File: src/sv/fsd_pkg.sv
`default_nettype none
// ----------------------------------------------------------------------------
// fsd_pkg
// Shared types, constants and arithmetic helpers of the palette dither block.
// ----------------------------------------------------------------------------
package fsd_pkg;

  localparam int MaxWidthDef     = 2048;
  localparam int PaletteDepthDef = 256;
  localparam int CfgW            = 12;
  localparam int ErrW            = 10;
  localparam int HalfW           = 3 * ErrW;
  localparam int WordW           = 2 * HalfW;
  localparam int DistW           = 19;

  typedef enum logic {
    CFG_IMAGE_WIDTH   = 1'b0,
    CFG_PALETTE_COUNT = 1'b1
  } cfg_idx_e;

  typedef enum logic {
    CMD_PALETTE = 1'b0,
    CMD_PIXEL   = 1'b1
  } item_cmd_e;

  typedef struct packed {
    logic       command;
    logic [7:0] entry_index;
    logic [7:0] red;
    logic [7:0] green;
    logic [7:0] blue;
    logic       frame_start;
  } pix_in_t;

  typedef struct packed {
    logic [7:0] color_index;
    logic       row_end;
  } pix_out_t;

  typedef enum logic [12:0] {
    S_CLEAR = 13'b0000000000001,
    S_IDLE  = 13'b0000000000010,
    S_RD0   = 13'b0000000000100,
    S_RD1   = 13'b0000000001000,
    S_RD2   = 13'b0000000010000,
    S_RD3   = 13'b0000000100000,
    S_SRCH  = 13'b0000001000000,
    S_DRAIN = 13'b0000010000000,
    S_ERR   = 13'b0000100000000,
    S_WR0   = 13'b0001000000000,
    S_WR1   = 13'b0010000000000,
    S_WR2   = 13'b0100000000000,
    S_EMIT  = 13'b1000000000000
  } state_e;

  typedef struct packed {
    logic clr_en;
    logic take;
    logic rd_x;
    logic rd_xm;
    logic rd_xp;
    logic cap_x;
    logic cap_xm;
    logic cap_xp;
    logic srch_start;
    logic srch_step;
    logic calc_err;
    logic wr_xm;
    logic wr_x;
    logic wr_xp;
    logic emit;
  } dp_cmd_t;

  typedef struct packed {
    logic clr_done;
    logic srch_last;
    logic out_free;
  } dp_stat_t;

  // Signed divide by 16 with truncation toward zero.
  function automatic logic signed [ErrW-1:0] div16(input logic signed [12:0] v);
    logic signed [12:0] t;
    t = v + (v < 0 ? 13'sd15 : 13'sd0);
    return ErrW'(t >>> 4);
  endfunction

  function automatic logic signed [12:0] mulk(input logic signed [ErrW-1:0] e,
                                              input logic signed [12:0] k);
    return 13'(13'(e) * k);
  endfunction

  function automatic logic [DistW-1:0] dist_sq(input logic [23:0] c,
                                               input logic [23:0] p);
    logic [DistW-1:0] d;
    logic signed [8:0] df;
    logic signed [17:0] sq;
    d = '0;
    for (int k = 0; k < 3; k++) begin
      df = $signed({1'b0, c[k*8 +: 8]}) - $signed({1'b0, p[k*8 +: 8]});
      sq = df * df;
      d = d + DistW'(sq[16:0]);
    end
    return d;
  endfunction

endpackage
`default_nettype wire

File: src/sv/fsd_ctrl.sv
`default_nettype none
// ----------------------------------------------------------------------------
// fsd_ctrl
// Sequencer: clear pass, error reads, palette search, error write-back, emit.
// ----------------------------------------------------------------------------
module fsd_ctrl (
  input  logic            clk_i,
  input  logic            rst_ni,
  input  logic            in_valid_i,
  input  fsd_pkg::pix_in_t in_data_i,
  output logic            in_stall_o,
  input  fsd_pkg::dp_stat_t stat_i,
  output fsd_pkg::dp_cmd_t  cmd_o
);
  import fsd_pkg::*;

  state_e state_q, state_d;
  logic   pend_q, pend_d;
  logic   acc;

  assign in_stall_o = (state_q != S_IDLE);
  assign acc        = in_valid_i && (state_q == S_IDLE);

  always_comb begin
    state_d = state_q;
    pend_d  = pend_q;
    cmd_o   = '0;
    case (state_q)
      S_CLEAR: begin
        cmd_o.clr_en = 1'b1;
        if (stat_i.clr_done) begin
          state_d = pend_q ? S_RD0 : S_IDLE;
          pend_d  = 1'b0;
        end
      end
      S_IDLE: begin
        if (acc) begin
          cmd_o.take = 1'b1;
          if (in_data_i.command == CMD_PIXEL) begin
            if (in_data_i.frame_start) begin
              state_d = S_CLEAR;
              pend_d  = 1'b1;
            end else begin
              state_d = S_RD0;
            end
          end
        end
      end
      S_RD0: begin
        cmd_o.rd_x = 1'b1;
        state_d    = S_RD1;
      end
      S_RD1: begin
        cmd_o.cap_x = 1'b1;
        cmd_o.rd_xm = 1'b1;
        state_d     = S_RD2;
      end
      S_RD2: begin
        cmd_o.cap_xm = 1'b1;
        cmd_o.rd_xp  = 1'b1;
        state_d      = S_RD3;
      end
      S_RD3: begin
        cmd_o.cap_xp     = 1'b1;
        cmd_o.srch_start = 1'b1;
        state_d          = S_SRCH;
      end
      S_SRCH: begin
        cmd_o.srch_step = 1'b1;
        if (stat_i.srch_last) state_d = S_DRAIN;
      end
      S_DRAIN: state_d = S_ERR;
      S_ERR: begin
        cmd_o.calc_err = 1'b1;
        state_d        = S_WR0;
      end
      S_WR0: begin
        cmd_o.wr_xm = 1'b1;
        state_d     = S_WR1;
      end
      S_WR1: begin
        cmd_o.wr_x = 1'b1;
        state_d    = S_WR2;
      end
      S_WR2: begin
        cmd_o.wr_xp = 1'b1;
        state_d     = S_EMIT;
      end
      S_EMIT: begin
        if (stat_i.out_free) begin
          cmd_o.emit = 1'b1;
          state_d    = S_IDLE;
        end
      end
      default: state_d = S_IDLE;
    endcase
  end

  always_ff @(posedge clk_i or negedge rst_ni) begin
    if (!rst_ni) begin
      state_q <= S_CLEAR;
      pend_q  <= 1'b0;
    end else begin
      state_q <= state_d;
      pend_q  <= pend_d;
    end
  end

endmodule
`default_nettype wire

File: config.mk
export PLATFORM = sky130hd
export DESIGN_NAME = fsd_ctrl
export DESIGN_NICKNAME = d
export VERILOG_FILES = /design/src/sv/fsd_pkg.sv /design/src/sv/fsd_ctrl.sv
export SDC_FILE = /design/constraint.sdc
export NUM_CORES = 1
export LEC_CHECK = 0
export ABC_CLOCK_PERIOD_IN_PS = 2500
export BUFFER_PORTS_ARGS = -buffer_cell sky130_fd_sc_hd__buf_4
export CAP_MARGIN = 5
export CORE_UTILIZATION = 43
export CTS_BUF_LIST = sky130_fd_sc_hd__clkbuf_16
export DETAILED_ROUTE_END_ITERATION = 7
export GPL_ROUTABILITY_DRIVEN = 0
export PLACE_DENSITY = 0.86
export SLEW_MARGIN = 30
export SYNTH_ARGS = -nofsm -noshare
export SYNTH_HDL_FRONTEND = slang
export SYNTH_SLANG_ARGS = --single-unit
File: constraint.sdc
create_clock -name clk_i -period 2.5 [get_ports clk_i]
set_input_delay 0.125 -clock clk_i [delete_from_list [all_inputs] [get_ports clk_i]]
set_output_delay 0.125 -clock clk_i [all_outputs]
set_load 0.02 [all_outputs]
==> run_results.csv, run 1 <==
group,metric,value,unit
cells_and_area,nFillCells,190,
logic_synthesis,ys_warn_count,0,
cells_and_area,drive_above_1_share,28.0,%
clocking,numCtsBuffers,3,
logic_synthesis,syn_inst,114,
cells_and_area,diodes,0,
setup_path,cp.arrival,2.21,ns
logic_synthesis,synth_area,972,um^2
logic_synthesis,synth_common_cells,"nor2_1, dfrtp_1, nor3_1",
power_and_ir_drop,p_leak,0.000536,uW
timing,slew_headroom,68.1,%
timing,setup_viol,0,
power_and_ir_drop,p_per_area,1020,mW/mm^2
clocking,clk_pin_slew,0.04,ns
run,maxCapViolations,0,
logic_synthesis,syn_avg_cell_area,8.53,um^2
setup_path,worst_setup_path_end_kind,"output pin",
timing,max_freq,429,MHz
setup_path,crit_type,"register to output pin",
setup_path,path_max_fanout,8,
drt,first_pass_iters,4,
logic_synthesis,ys_seq_area_share,36.2,%
clocking,htree_levels,1,
clocking,root_buffer,"clkbuf_16",
drt,drt_wl_total,2.17,mm
timing,hold_viol,0,
timing,rsz0062_at_grt,"false",
timing,drv_slew,0,
clocking,post-cts-setup-buffers,0,
global_route,antenna_found_initial,0,
clocking,cts_resized,0,
logic_synthesis,synthTopCellsByArea,"dfrtp_1, nor2_1, nor3_1",
global_route,grt_max_degree,15,
clocking,cts_buffer_depth,2,
setup_path,crit_chain,"or4_4 -> or3_1 -> nor4_1 -> buf_4",
cells_and_area,ff_latch_area,352,um^2
setup_path,worstPathRequired,2.38,ns
placed_design,portBuffers,23,
timing,worst_pin_slew,0.474,ns
drt,routed_via_density,5.70,
global_route,grt_pass1_wl,3.61,mm
placed_design,dp.cells,154,
floorplan,initial_core_util,47.6,%
power_and_ir_drop,total_power,1220,uW
run_status,outcome,"finished clean",
power_and_ir_drop,ir_worst_vdd,0.000666,V
timing,fin_setup_tns,0,ns
logic_synthesis,synth.net_count,154,
cells_and_area,multi_input_area,547,um^2
global_route,track_usage,19.1,%
global_route,grt_pass1_vias,794,
setup_path,crit_family,"simple AND/OR/NAND/NOR gates",
logic_synthesis,synth_edf_count,0,
cells_and_area,final_cells,159,
timing,finalClockSkew,0.00420,ns
drt,num_vias,906,
clocking,clock_latency,0.25,ns
placed_design,hpwl,1.62,mm
cells_and_area,postLayoutCoreUtil,59.0,%
drt,drtAntennaViolNets,0,
floorplan,die_h,49.6,um
cells_and_area,syn2layout_area_growth,23.9,%
logic_synthesis,synth_largest_area_cell,"dfrtp_1",
setup_path,slowest_stage,"or4_4",
clocking,cts_tree,"done",
logic_synthesis,async_flop_share,100,%
logic_synthesis,synth.most_common_cell,"nor2_1",
worst_hold_path,hold_class,"input pin to register",
logic_synthesis,synth_ff_type,"dfrtp_1",
logic_synthesis,ys_types,38,
floorplan,dieArea,0.00246,mm^2
setup_path,startpoint_type,"register",
cells_and_area,final_nets,173,
logic_synthesis,synth_top_area_share,33.5,%
drt,drc,0,
floorplan,die_x,49.6,um
setup_path,critPathMaxStageDelay,0.57,ns
drt,initialDrtViolationCount,15,
logic_synthesis,synth-seq-cells,14,
floorplan,core_area,0.00204,mm^2
clocking,hold_buffers,1,
timing,fin_crit,2.33,ns
timing,period_share,93.2,%
floorplan,io_pins,56,
floorplan,rows,16,
global_route,grt_overflow_total,0,
drt,wl_per_cell,13.6,um
setup_path,cp.buffers_inverters,1,
clocking,cts_sinks,14,
==> report_power, final <==
part	internal, uW	switching (uW)
registers	273	63.0
logic	260	323
clock network	211	93.6
==> through the flow <==
stage / cell area [um^2] / hold slack, ns / setup slack, ns
after floorplan: 972 / -0.171 / 0.163
after global placement: 1120 / -0.0170 / 0.469
after detailed placement: 1120 / -0.0135 / 0.427
after CTS: 1200 / 0.0744 / 0.165
after global routing: 1200 / 0.0760 / 0.0236
final: 1200 / 0.0795 / 0.170
==> path summary, 6_finish.rpt <==
check / depth (start not counted) / slack, ns / to / start
max: 4 / 0.17 / cmd_o[2] / state_q[1]$_DFFE_PN0P_
min: 2 / 0.08 / pend_q$_DFFE_PN0P_ / stat_i[2]
max reg2reg: 5 / 0.49 / state_q[1]$_DFFE_PN0P_ / state_q[7]$_DFFE_PN0P_
min reg2reg: 2 / 0.55 / state_q[2]$_DFFE_PN0P_ / pend_q$_DFFE_PN0P_
max in group asynchronous: 2 / 1.99 / state_q[0]$_DFFE_PN1P_ / rst_ni
min in group asynchronous: 2 / 0.26 / state_q[8]$_DFFE_PN0P_ / rst_ni
==> final cells by class <==
cell class	count	area share, %
Clock buffer	3	6.23
Clock inverter	1	0.312
Inverter	3	0.935
Multi-Input combinational cell	87	45.4
Sequential cell	14	29.2
Tap cell	27	2.80
Timing Repair Buffer	24	15.2
==> worst reg2reg max path, delay by kind of cell, from the launching register on <==
kind               cells  cell delay, ns
and+or+nand+nor        3            0.92
DFF                    1            0.50
AOI/OAI and AO/OA      2            0.47
==> layout by cell type, fill, tap and decap left out, drive strengths merged, types with 2 or more instances in the layout <==
master	n
buf	23
nor2	16
dfrtp	13
nor3	10
nand2	8
nor4	7
a21oi	6
inv	4
nor3b	4
nand2b	4
or4	3
or4b	3
and3	3
clkbuf	3
nor2b	2
nand4	2
nand3b	2
xnor2	2
a2bb2oi	2
or3	2
==> sequential cells by signal, summed over array words and instances, names as in the netlist <==
register and flops:
pend_q 1, state_q 13
==> logic make-up after synthesis <==
kind of cell / share of synthesized area [%]
DFF: 36.2
buffers and inverters: 7.59
xor gates and xnor gates: 2.70
AOI/OAI and AO/OA: 12.2
and+or+nand+nor: 41.3
==> per-layer routing <==
metal | GRT usage (%) | share of wire, % | vias to the layer above
met5 | 0 | 0 | -
met1 | 24.3 | 45 | 415
met2 | 32.4 | 48 | 32
met3 | 4.63 | 5.6 | 3
li1 | - | - | 456
met4 | 4.29 | 0.92 | 0
Note: power is estimated with default switching activity, not from simulation.
==> run 2, diff against run 1 <==
--- a/config.mk
+++ b/config.mk
@@ -8,11 +8,14 @@
 export ABC_CLOCK_PERIOD_IN_PS = 2500
 export BUFFER_PORTS_ARGS = -buffer_cell sky130_fd_sc_hd__buf_4
 export CAP_MARGIN = 5
-export CORE_UTILIZATION = 43
+export CELL_PAD_IN_SITES_DETAIL_PLACEMENT = 0
+export CELL_PAD_IN_SITES_GLOBAL_PLACEMENT = 1
+export CORE_UTILIZATION = 30
 export CTS_BUF_LIST = sky130_fd_sc_hd__clkbuf_16
 export DETAILED_ROUTE_END_ITERATION = 7
 export GPL_ROUTABILITY_DRIVEN = 0
-export PLACE_DENSITY = 0.86
+export PLACE_DENSITY = 0.85
+export SKIP_LAST_GASP = 1
 export SLEW_MARGIN = 30
 export SYNTH_ARGS = -nofsm -noshare
 export SYNTH_HDL_FRONTEND = slang
==> run 2 against run 1 <==
Effect of this change:
- routed wire length up 3.0%
- clock-buffer cell count unchanged
- core utilization down 19 points
- critical path depth unchanged
- flip-flop and latch count unchanged
- setup slack worse by 0.0062 ns
- largest cell class unchanged
==> run_results.csv, run 2 (synthesis gave the netlist of run 1 again) <==
group,metric,value,unit
global_route,grt_overflow_total,0,
cells_and_area,max_flop_register,"state_q",
setup_path,worst_setup_path_end_kind,"output pin",
drt,routed_via_density,5.03,
clocking,numCtsBuffers,3,
clocking,clock_latency,0.24,ns
setup_path,crit_type,"register to output pin",
setup_path,rr_startpoint,"state_q[1]$_DFFE_PN0P_",
cells_and_area,layout_commonest_cell,"buf_4",
floorplan,initial_core_util,31.8,%
global_route,grt_max_degree,15,
power_and_ir_drop,p_per_area,994,mW/mm^2
global_route,antenna_found_initial,0,
run_status,outcome,"finished clean",
power_and_ir_drop,clockPowerShare,25.0,%
clocking,post-cts-setup-buffers,0,
setup_path,r2r_end,"state_q[1]$_DFFE_PN0P_",
clocking,htree_levels,1,
timing,fin_crit,2.34,ns
power_and_ir_drop,p_switching,475,uW
setup_path,path_max_fanout,8,
setup_path,reg2reg_slack,0.51,ns
placed_design,dpl_worst_slack,0.435,ns
timing,final.setup.worst_slack,0.163,ns
cells_and_area,diodes,0,
setup_path,worstPathRequired,2.38,ns
placed_design,portBuffers,23,
placed_design,dpl-instance-area,0.00114,mm^2
drt,wl_per_cell,12.7,um
cells_and_area,postLayoutCoreUtil,40.2,%
cells_and_area,ff_latch_area,352,um^2
floorplan,core_area,0.00305,mm^2
setup_path,startpoint_type,"register",
clocking,cts_resized,0,
clocking,cts_sinks,14,
timing,rsz0062_at_grt,"false",
setup_path,reg2reg_depth,4,
drt,drc,0,
clocking,hold_buffers,1,
floorplan,die_h,58.9,um
timing,slew_headroom,67.9,%
clocking,cts_tree,"done",
timing,period_share,93.5,%
worst_hold_path,hold_class,"input pin to register",
cells_and_area,syn2layout_area_growth,26.1,%
power_and_ir_drop,total_power,1220,uW
timing,setup_viol,0,
timing,drv_slew,0,
cells_and_area,nFillCells,322,
floorplan,io_pins,56,
clocking,cts_buffer_depth,2,
power_and_ir_drop,ir_worst_vdd,0.000766,V
clocking,clk_pin_slew,0.05,ns
cells_and_area,drive_above_1_share,28.0,%
global_route,grt_pass1_wl,3.91,mm
timing,finalClockSkew,0.00348,ns
placed_design,hpwl,1.69,mm
cells_and_area,top_regs,"state_q x13, pend_q x1",
power_and_ir_drop,p_sw_share,39.0,%
drt,drt_wl_total,2.23,mm
setup_path,critPathLaunch,"state_q[1]$_DFFE_PN0P_",
worst_hold_path,hold_end,"pend_q$_DFFE_PN0P_",
timing,hold_viol,0,
cells_and_area,final_nets,173,
global_route,track_usage,14.9,%
cells_and_area,multi_input_area,547,um^2
cells_and_area,final_cell_mix,"buf_4, nor2_1, dfrtp_1, nor3_1, nand2_1",
drt,num_vias,886,
drt,drtAntennaViolNets,0,
cells_and_area,finalInstanceArea,0.00123,mm^2
setup_path,cp.arrival,2.21,ns
floorplan,rows,20,
floorplan,dieArea,0.00347,mm^2
timing,fin_setup_tns,0,ns
worst_hold_path,holdCritStartpoint,"stat_i[2]",
power_and_ir_drop,p_leak,0.000532,uW
floorplan,die_x,58.9,um
global_route,grt_pass1_vias,897,
power_and_ir_drop,p_int,744,uW
worst_hold_path,hold_depth,2,
run,maxCapViolations,0,
drt,first_pass_iters,4,
timing,max_freq,428,MHz
drt,initialDrtViolationCount,40,
clocking,root_buffer,"clkbuf_16",
timing,worst_pin_slew,0.478,ns
cells_and_area,largest_register_ffs,13,
power_and_ir_drop,power_frac_comb,47.5,%
power_and_ir_drop,power_frac_seq,27.4,%
run 2: cell types whose count changed in the layout (fill, tap and decap cells not counted):
cell | before | now
clkinv_1 | 0 | 1
inv_1 | 4 | 3
run 2: cell type report:
type | count | share of cell area (%)
flip-flops and latches | 14 | 28.7
clock inverters | 1 | 0.306
multi-input cells | 87 | 44.6
clock buffers | 3 | 6.12
well taps | 44 | 4.49
repair buffers | 24 | 14.9
inverters | 3 | 0.918
run 2: worst max path at each step:
stage                     to  slack (ns)
floorplan           cmd_o[7]        0.16
global placement    cmd_o[2]        0.43
detailed placement  cmd_o[2]        0.44
CTS                 cmd_o[2]        0.17
global route        cmd_o[2]        0.06
finish              cmd_o[2]        0.16
run 2: power groups by stage:
| stage | clock network (uW) | registers (uW) | logic [uW] |
|---|---|---|---|
| after floorplan | 0 | 320 | 447 |
| after global placement | 0 | 334 | 578 |
| after detailed placement | 0 | 336 | 582 |
| after CTS | 313 | 333 | 587 |
| after global routing | 325 | 348 | 638 |
| final | 305 | 334 | 579 |
run 2: through the flow:
stage,hold WS [ns],cells
6_report,0.0733,176
5_1_grt,0.0709,176
4_1_cts,0.0745,176
3_5_place_dp,-0.00947,171
3_3_place_gp,-0.0142,171
2_1_floorplan,-0.171,114
run 2: critical path, stage by stage (launching register included):
cell and delay (ns):
dfrtp_1 0.45, or4_4 0.57, or3_1 0.50, nor4_1 0.27
buf_4 0.19
run 2: layer usage:
metal	part of all wire, %	GRT usage (%)	vias to the layer above
met5	0	0	-
met1	48	19.6	413
met4	0	2.04	0
met3	4.0	5.27	0
li1	-	-	456
met2	48	24.0	17
==> run 3, diff against run 2 <==
--- a/config.mk
+++ b/config.mk
@@ -5,16 +5,17 @@
 export SDC_FILE = /design/constraint.sdc
 export NUM_CORES = 1
 export LEC_CHECK = 0
+export ABC_AREA = 1
 export ABC_CLOCK_PERIOD_IN_PS = 2500
 export BUFFER_PORTS_ARGS = -buffer_cell sky130_fd_sc_hd__buf_4
 export CAP_MARGIN = 5
 export CELL_PAD_IN_SITES_DETAIL_PLACEMENT = 0
 export CELL_PAD_IN_SITES_GLOBAL_PLACEMENT = 1
-export CORE_UTILIZATION = 30
+export CORE_UTILIZATION = 28
 export CTS_BUF_LIST = sky130_fd_sc_hd__clkbuf_16
 export DETAILED_ROUTE_END_ITERATION = 7
 export GPL_ROUTABILITY_DRIVEN = 0
-export PLACE_DENSITY = 0.85
+export PLACE_DENSITY = 0.84
 export SKIP_LAST_GASP = 1
 export SLEW_MARGIN = 30
 export SYNTH_ARGS = -nofsm -noshare
==> run 3 against run 2 <==
Effect of this change:
- maximum frequency rose by 37%
- worst hold slack better by 0.091 ns
- setup slack better by 0.63 ns
- routed wire length is 6.2% lower
- design area is 1.6% higher
- flip-flop and latch count unchanged
- via count increased by 0.23%
- clock skew is 0.0023 ns lower
- register-to-register slack improved by 0.41 ns
- combinational power fell by 16%
- critical path type unchanged
==> run_results.csv, run 3 <==
group,metric,value,unit
drt,wl_per_cell,9.97,um
logic_synthesis,syn_avg_cell_area,6.81,um^2
worst_hold_path,holdCritStartpoint,"stat_i[2]",
setup_path,slowest_stage,"dfrtp_1",
clocking,cts_resized,0,
logic_synthesis,synth_compound_area_share,2.46,%
setup_path,cpMostUsedCell,"nor2_4",
drt,drtAntennaViolNets,0,
logic_synthesis,synth_top_family_by_area,"simple AND/OR/NAND/NOR gates",
setup_path,worstPathRequired,2.38,ns
clocking,cts_sinks,14,
drt,drc,0,
cells_and_area,final_nets,207,
logic_synthesis,yosys.area_share.simple,45.3,%
floorplan,core_area,0.00315,mm^2
timing,setup_viol,0,
worst_hold_path,hold_class,"input pin to register",
setup_path,worst_setup_path_end_kind,"output pin",
timing,finalClockSkew,0.00114,ns
global_route,antenna_found_initial,0,
cells_and_area,top_regs,"state_q x13, pend_q x1",
logic_synthesis,synth_ff_type,"dfrtp_1",
global_route,grt_overflow_total,0,
clocking,clock_latency,0.24,ns
setup_path,crit_type,"register to output pin",
setup_path,crit_family,"simple AND/OR/NAND/NOR gates",
floorplan,io_pins,56,
logic_synthesis,synth_xor_area_share,0,%
setup_path,reg2reg_slack,0.92,ns
power_and_ir_drop,ir_worst_vdd,0.000578,V
cells_and_area,layout_commonest_cell,"nand2_1",
logic_synthesis,synth_mux_area_share,0,%
setup_path,reg2reg_depth,8,
worst_hold_path,hold_end,"state_q[0]$_DFFE_PN1P_",
logic_synthesis,synthTopCellsByArea,"dfrtp_1, nand2_1, inv_1",
setup_path,cp.arrival,1.58,ns
logic_synthesis,synth_top_area_share,33.6,%
cells_and_area,largest_register_ffs,13,
floorplan,dieArea,0.00369,mm^2
drt,first_pass_iters,4,
logic_synthesis,synth-seq-cells,14,
clocking,post-cts-setup-buffers,0,
logic_synthesis,async_flop_share,100,%
floorplan,initial_core_util,30.7,%
logic_synthesis,syn_inst,142,
floorplan,die_x,60.8,um
cells_and_area,nFillCells,342,
timing,max_freq,586,MHz
drt,initialDrtViolationCount,6,
logic_synthesis,ys_seq_area_share,36.4,%
setup_path,path_max_fanout,12,
logic_synthesis,synth.most_common_cell,"nand2_1",
logic_synthesis,ys_warn_count,0,
setup_path,cp.buffers_inverters,2,
timing,rsz0062_at_grt,"false",
clocking,cts_tree,"done",
timing,drv_slew,0,
cells_and_area,max_flop_register,"state_q",
power_and_ir_drop,p_leak,0.000804,uW
clocking,htree_levels,1,
drt,routed_via_density,4.23,
floorplan,die_h,60.8,um
logic_synthesis,synthAdderAreaFrac,0,%
timing,fin_setup_tns,0,ns
setup_path,critPathMaxStageDelay,0.42,ns
clocking,hold_buffers,1,
run,maxCapViolations,0,
drt,drt_wl_total,2.09,mm
floorplan,rows,20,
drt,num_vias,888,
logic_synthesis,synth_common_cells,"nand2_1, inv_1, nor2_1",
logic_synthesis,synth.net_count,182,
logic_synthesis,synth_area,967,um^2
clocking,clk_pin_slew,0.05,ns
cells_and_area,syn2layout_area_growth,28.8,%
run_status,outcome,"finished clean",
setup_path,rr_startpoint,"state_q[10]$_DFFE_PN0P_",
setup_path,startpoint_type,"register",
logic_synthesis,synth_edf_count,0,
clocking,numCtsBuffers,3,
setup_path,crit_chain,"nor2_4 -> nand2_4 -> nor2_4 -> nand2_1 -> inv_1 -> buf_4",
timing,fin_crit,1.71,ns
cells_and_area,drive_above_1_share,28.3,%
power_and_ir_drop,total_power,1100,uW
clocking,cts_buffer_depth,2,
worst_hold_path,hold_depth,3,
power_and_ir_drop,p_per_area,882,mW/mm^2
timing,period_share,68.3,%
placed_design,hpwl,1.64,mm
timing,slew_headroom,75.5,%
setup_path,r2r_end,"state_q[1]$_DFFE_PN0P_",
global_route,track_usage,13.1,%
global_route,grt_max_degree,15,
placed_design,portBuffers,23,
cells_and_area,final_cell_mix,"nand2_1, inv_1, nor2_1, buf_4, dfrtp_1",
global_route,grt_pass1_wl,3.35,mm
global_route,grt_pass1_vias,764,
clocking,root_buffer,"clkbuf_16",
logic_synthesis,ys_types,21,
timing,hold_viol,0,
timing,worst_pin_slew,0.366,ns
logic_synthesis,synth_largest_area_cell,"dfrtp_1",
cells_and_area,diodes,0,
run 3: cells by family after synthesis:
| logic type | after synthesis |
|---|---|
| and+or+nand+nor | 89 |
| buffers and inverters | 35 |
| DFF | 14 |
| AOI/OAI and AO/OA | 4 |
run 3: worst reg2reg max path: stages (launching register included):
cell     delay [ns]
dfrtp_1        0.42
nor2_4         0.16
nand2_4        0.07
nor2_4         0.30
nand3_1        0.19
nand2_1        0.13
nor2_1         0.06
nor2_1         0.09
a21oi_1        0.05
run 3: cell type report:
cell class | instances | area (um^2) | area share (%)
clock inverters | 1 | 3.75 | 0.301
inverters | 31 | 116 | 9.34
well taps | 44 | 55.1 | 4.42
flip-flops and latches | 14 | 352 | 28.2
repair buffers | 24 | 183 | 14.7
multi-input cells | 93 | 462 | 37.0
clock buffers | 3 | 75.1 | 6.02
run 3: worst max-delay path by stage:
| stage | startpoint | cells past startpoint | end | slack, ns |
|---|---|---|---|---|
| global route | state_q[10]$_DFFE_PN0P_ | 6 | cmd_o[6] | 0.69 |
| floorplan | state_q[10]$_DFFE_PN0P_ | 7 | cmd_o[10] | 1.11 |
| finish | state_q[10]$_DFFE_PN0P_ | 6 | cmd_o[5] | 0.79 |
| global placement | state_q[10]$_DFFE_PN0P_ | 8 | state_q[1]$_DFFE_PN0P_ | 0.94 |
| detailed placement | state_q[10]$_DFFE_PN0P_ | 8 | state_q[1]$_DFFE_PN0P_ | 0.92 |
| CTS | state_q[10]$_DFFE_PN0P_ | 6 | cmd_o[8] | 0.78 |
run 3: routing by layer:
metal  vias to the layer above  track usage [%]  routed length [um]
met5                         -                0                   0
met4                         0             7.79                  46
met1                       400             15.1                 936
li1                        464                -                   -
met2                        20             22.0                1030
met3                         4             3.20                  83
run 3: report_power, final:
part	switching (uW)	total (uW)	internal [uW]
Sequential	33.7	306	272
Clock	94.7	306	212
Combinational	309	487	178
Total	438	1100	662
run 3: stage by stage:
stage          hold WS (ns)  util [%]  std cells  worst slack, ns  area (um^2)
6_report              0.164      39.5        210            0.792         1250
5_1_grt               0.178      39.5        210            0.689         1250
4_1_cts               0.166      39.5        210            0.777         1250
3_5_place_dp        -0.0135      36.7        205            0.921         1160
2_1_floorplan        -0.171         -        142             1.11          967
3_3_place_gp        -0.0100      36.7        205            0.941         1160
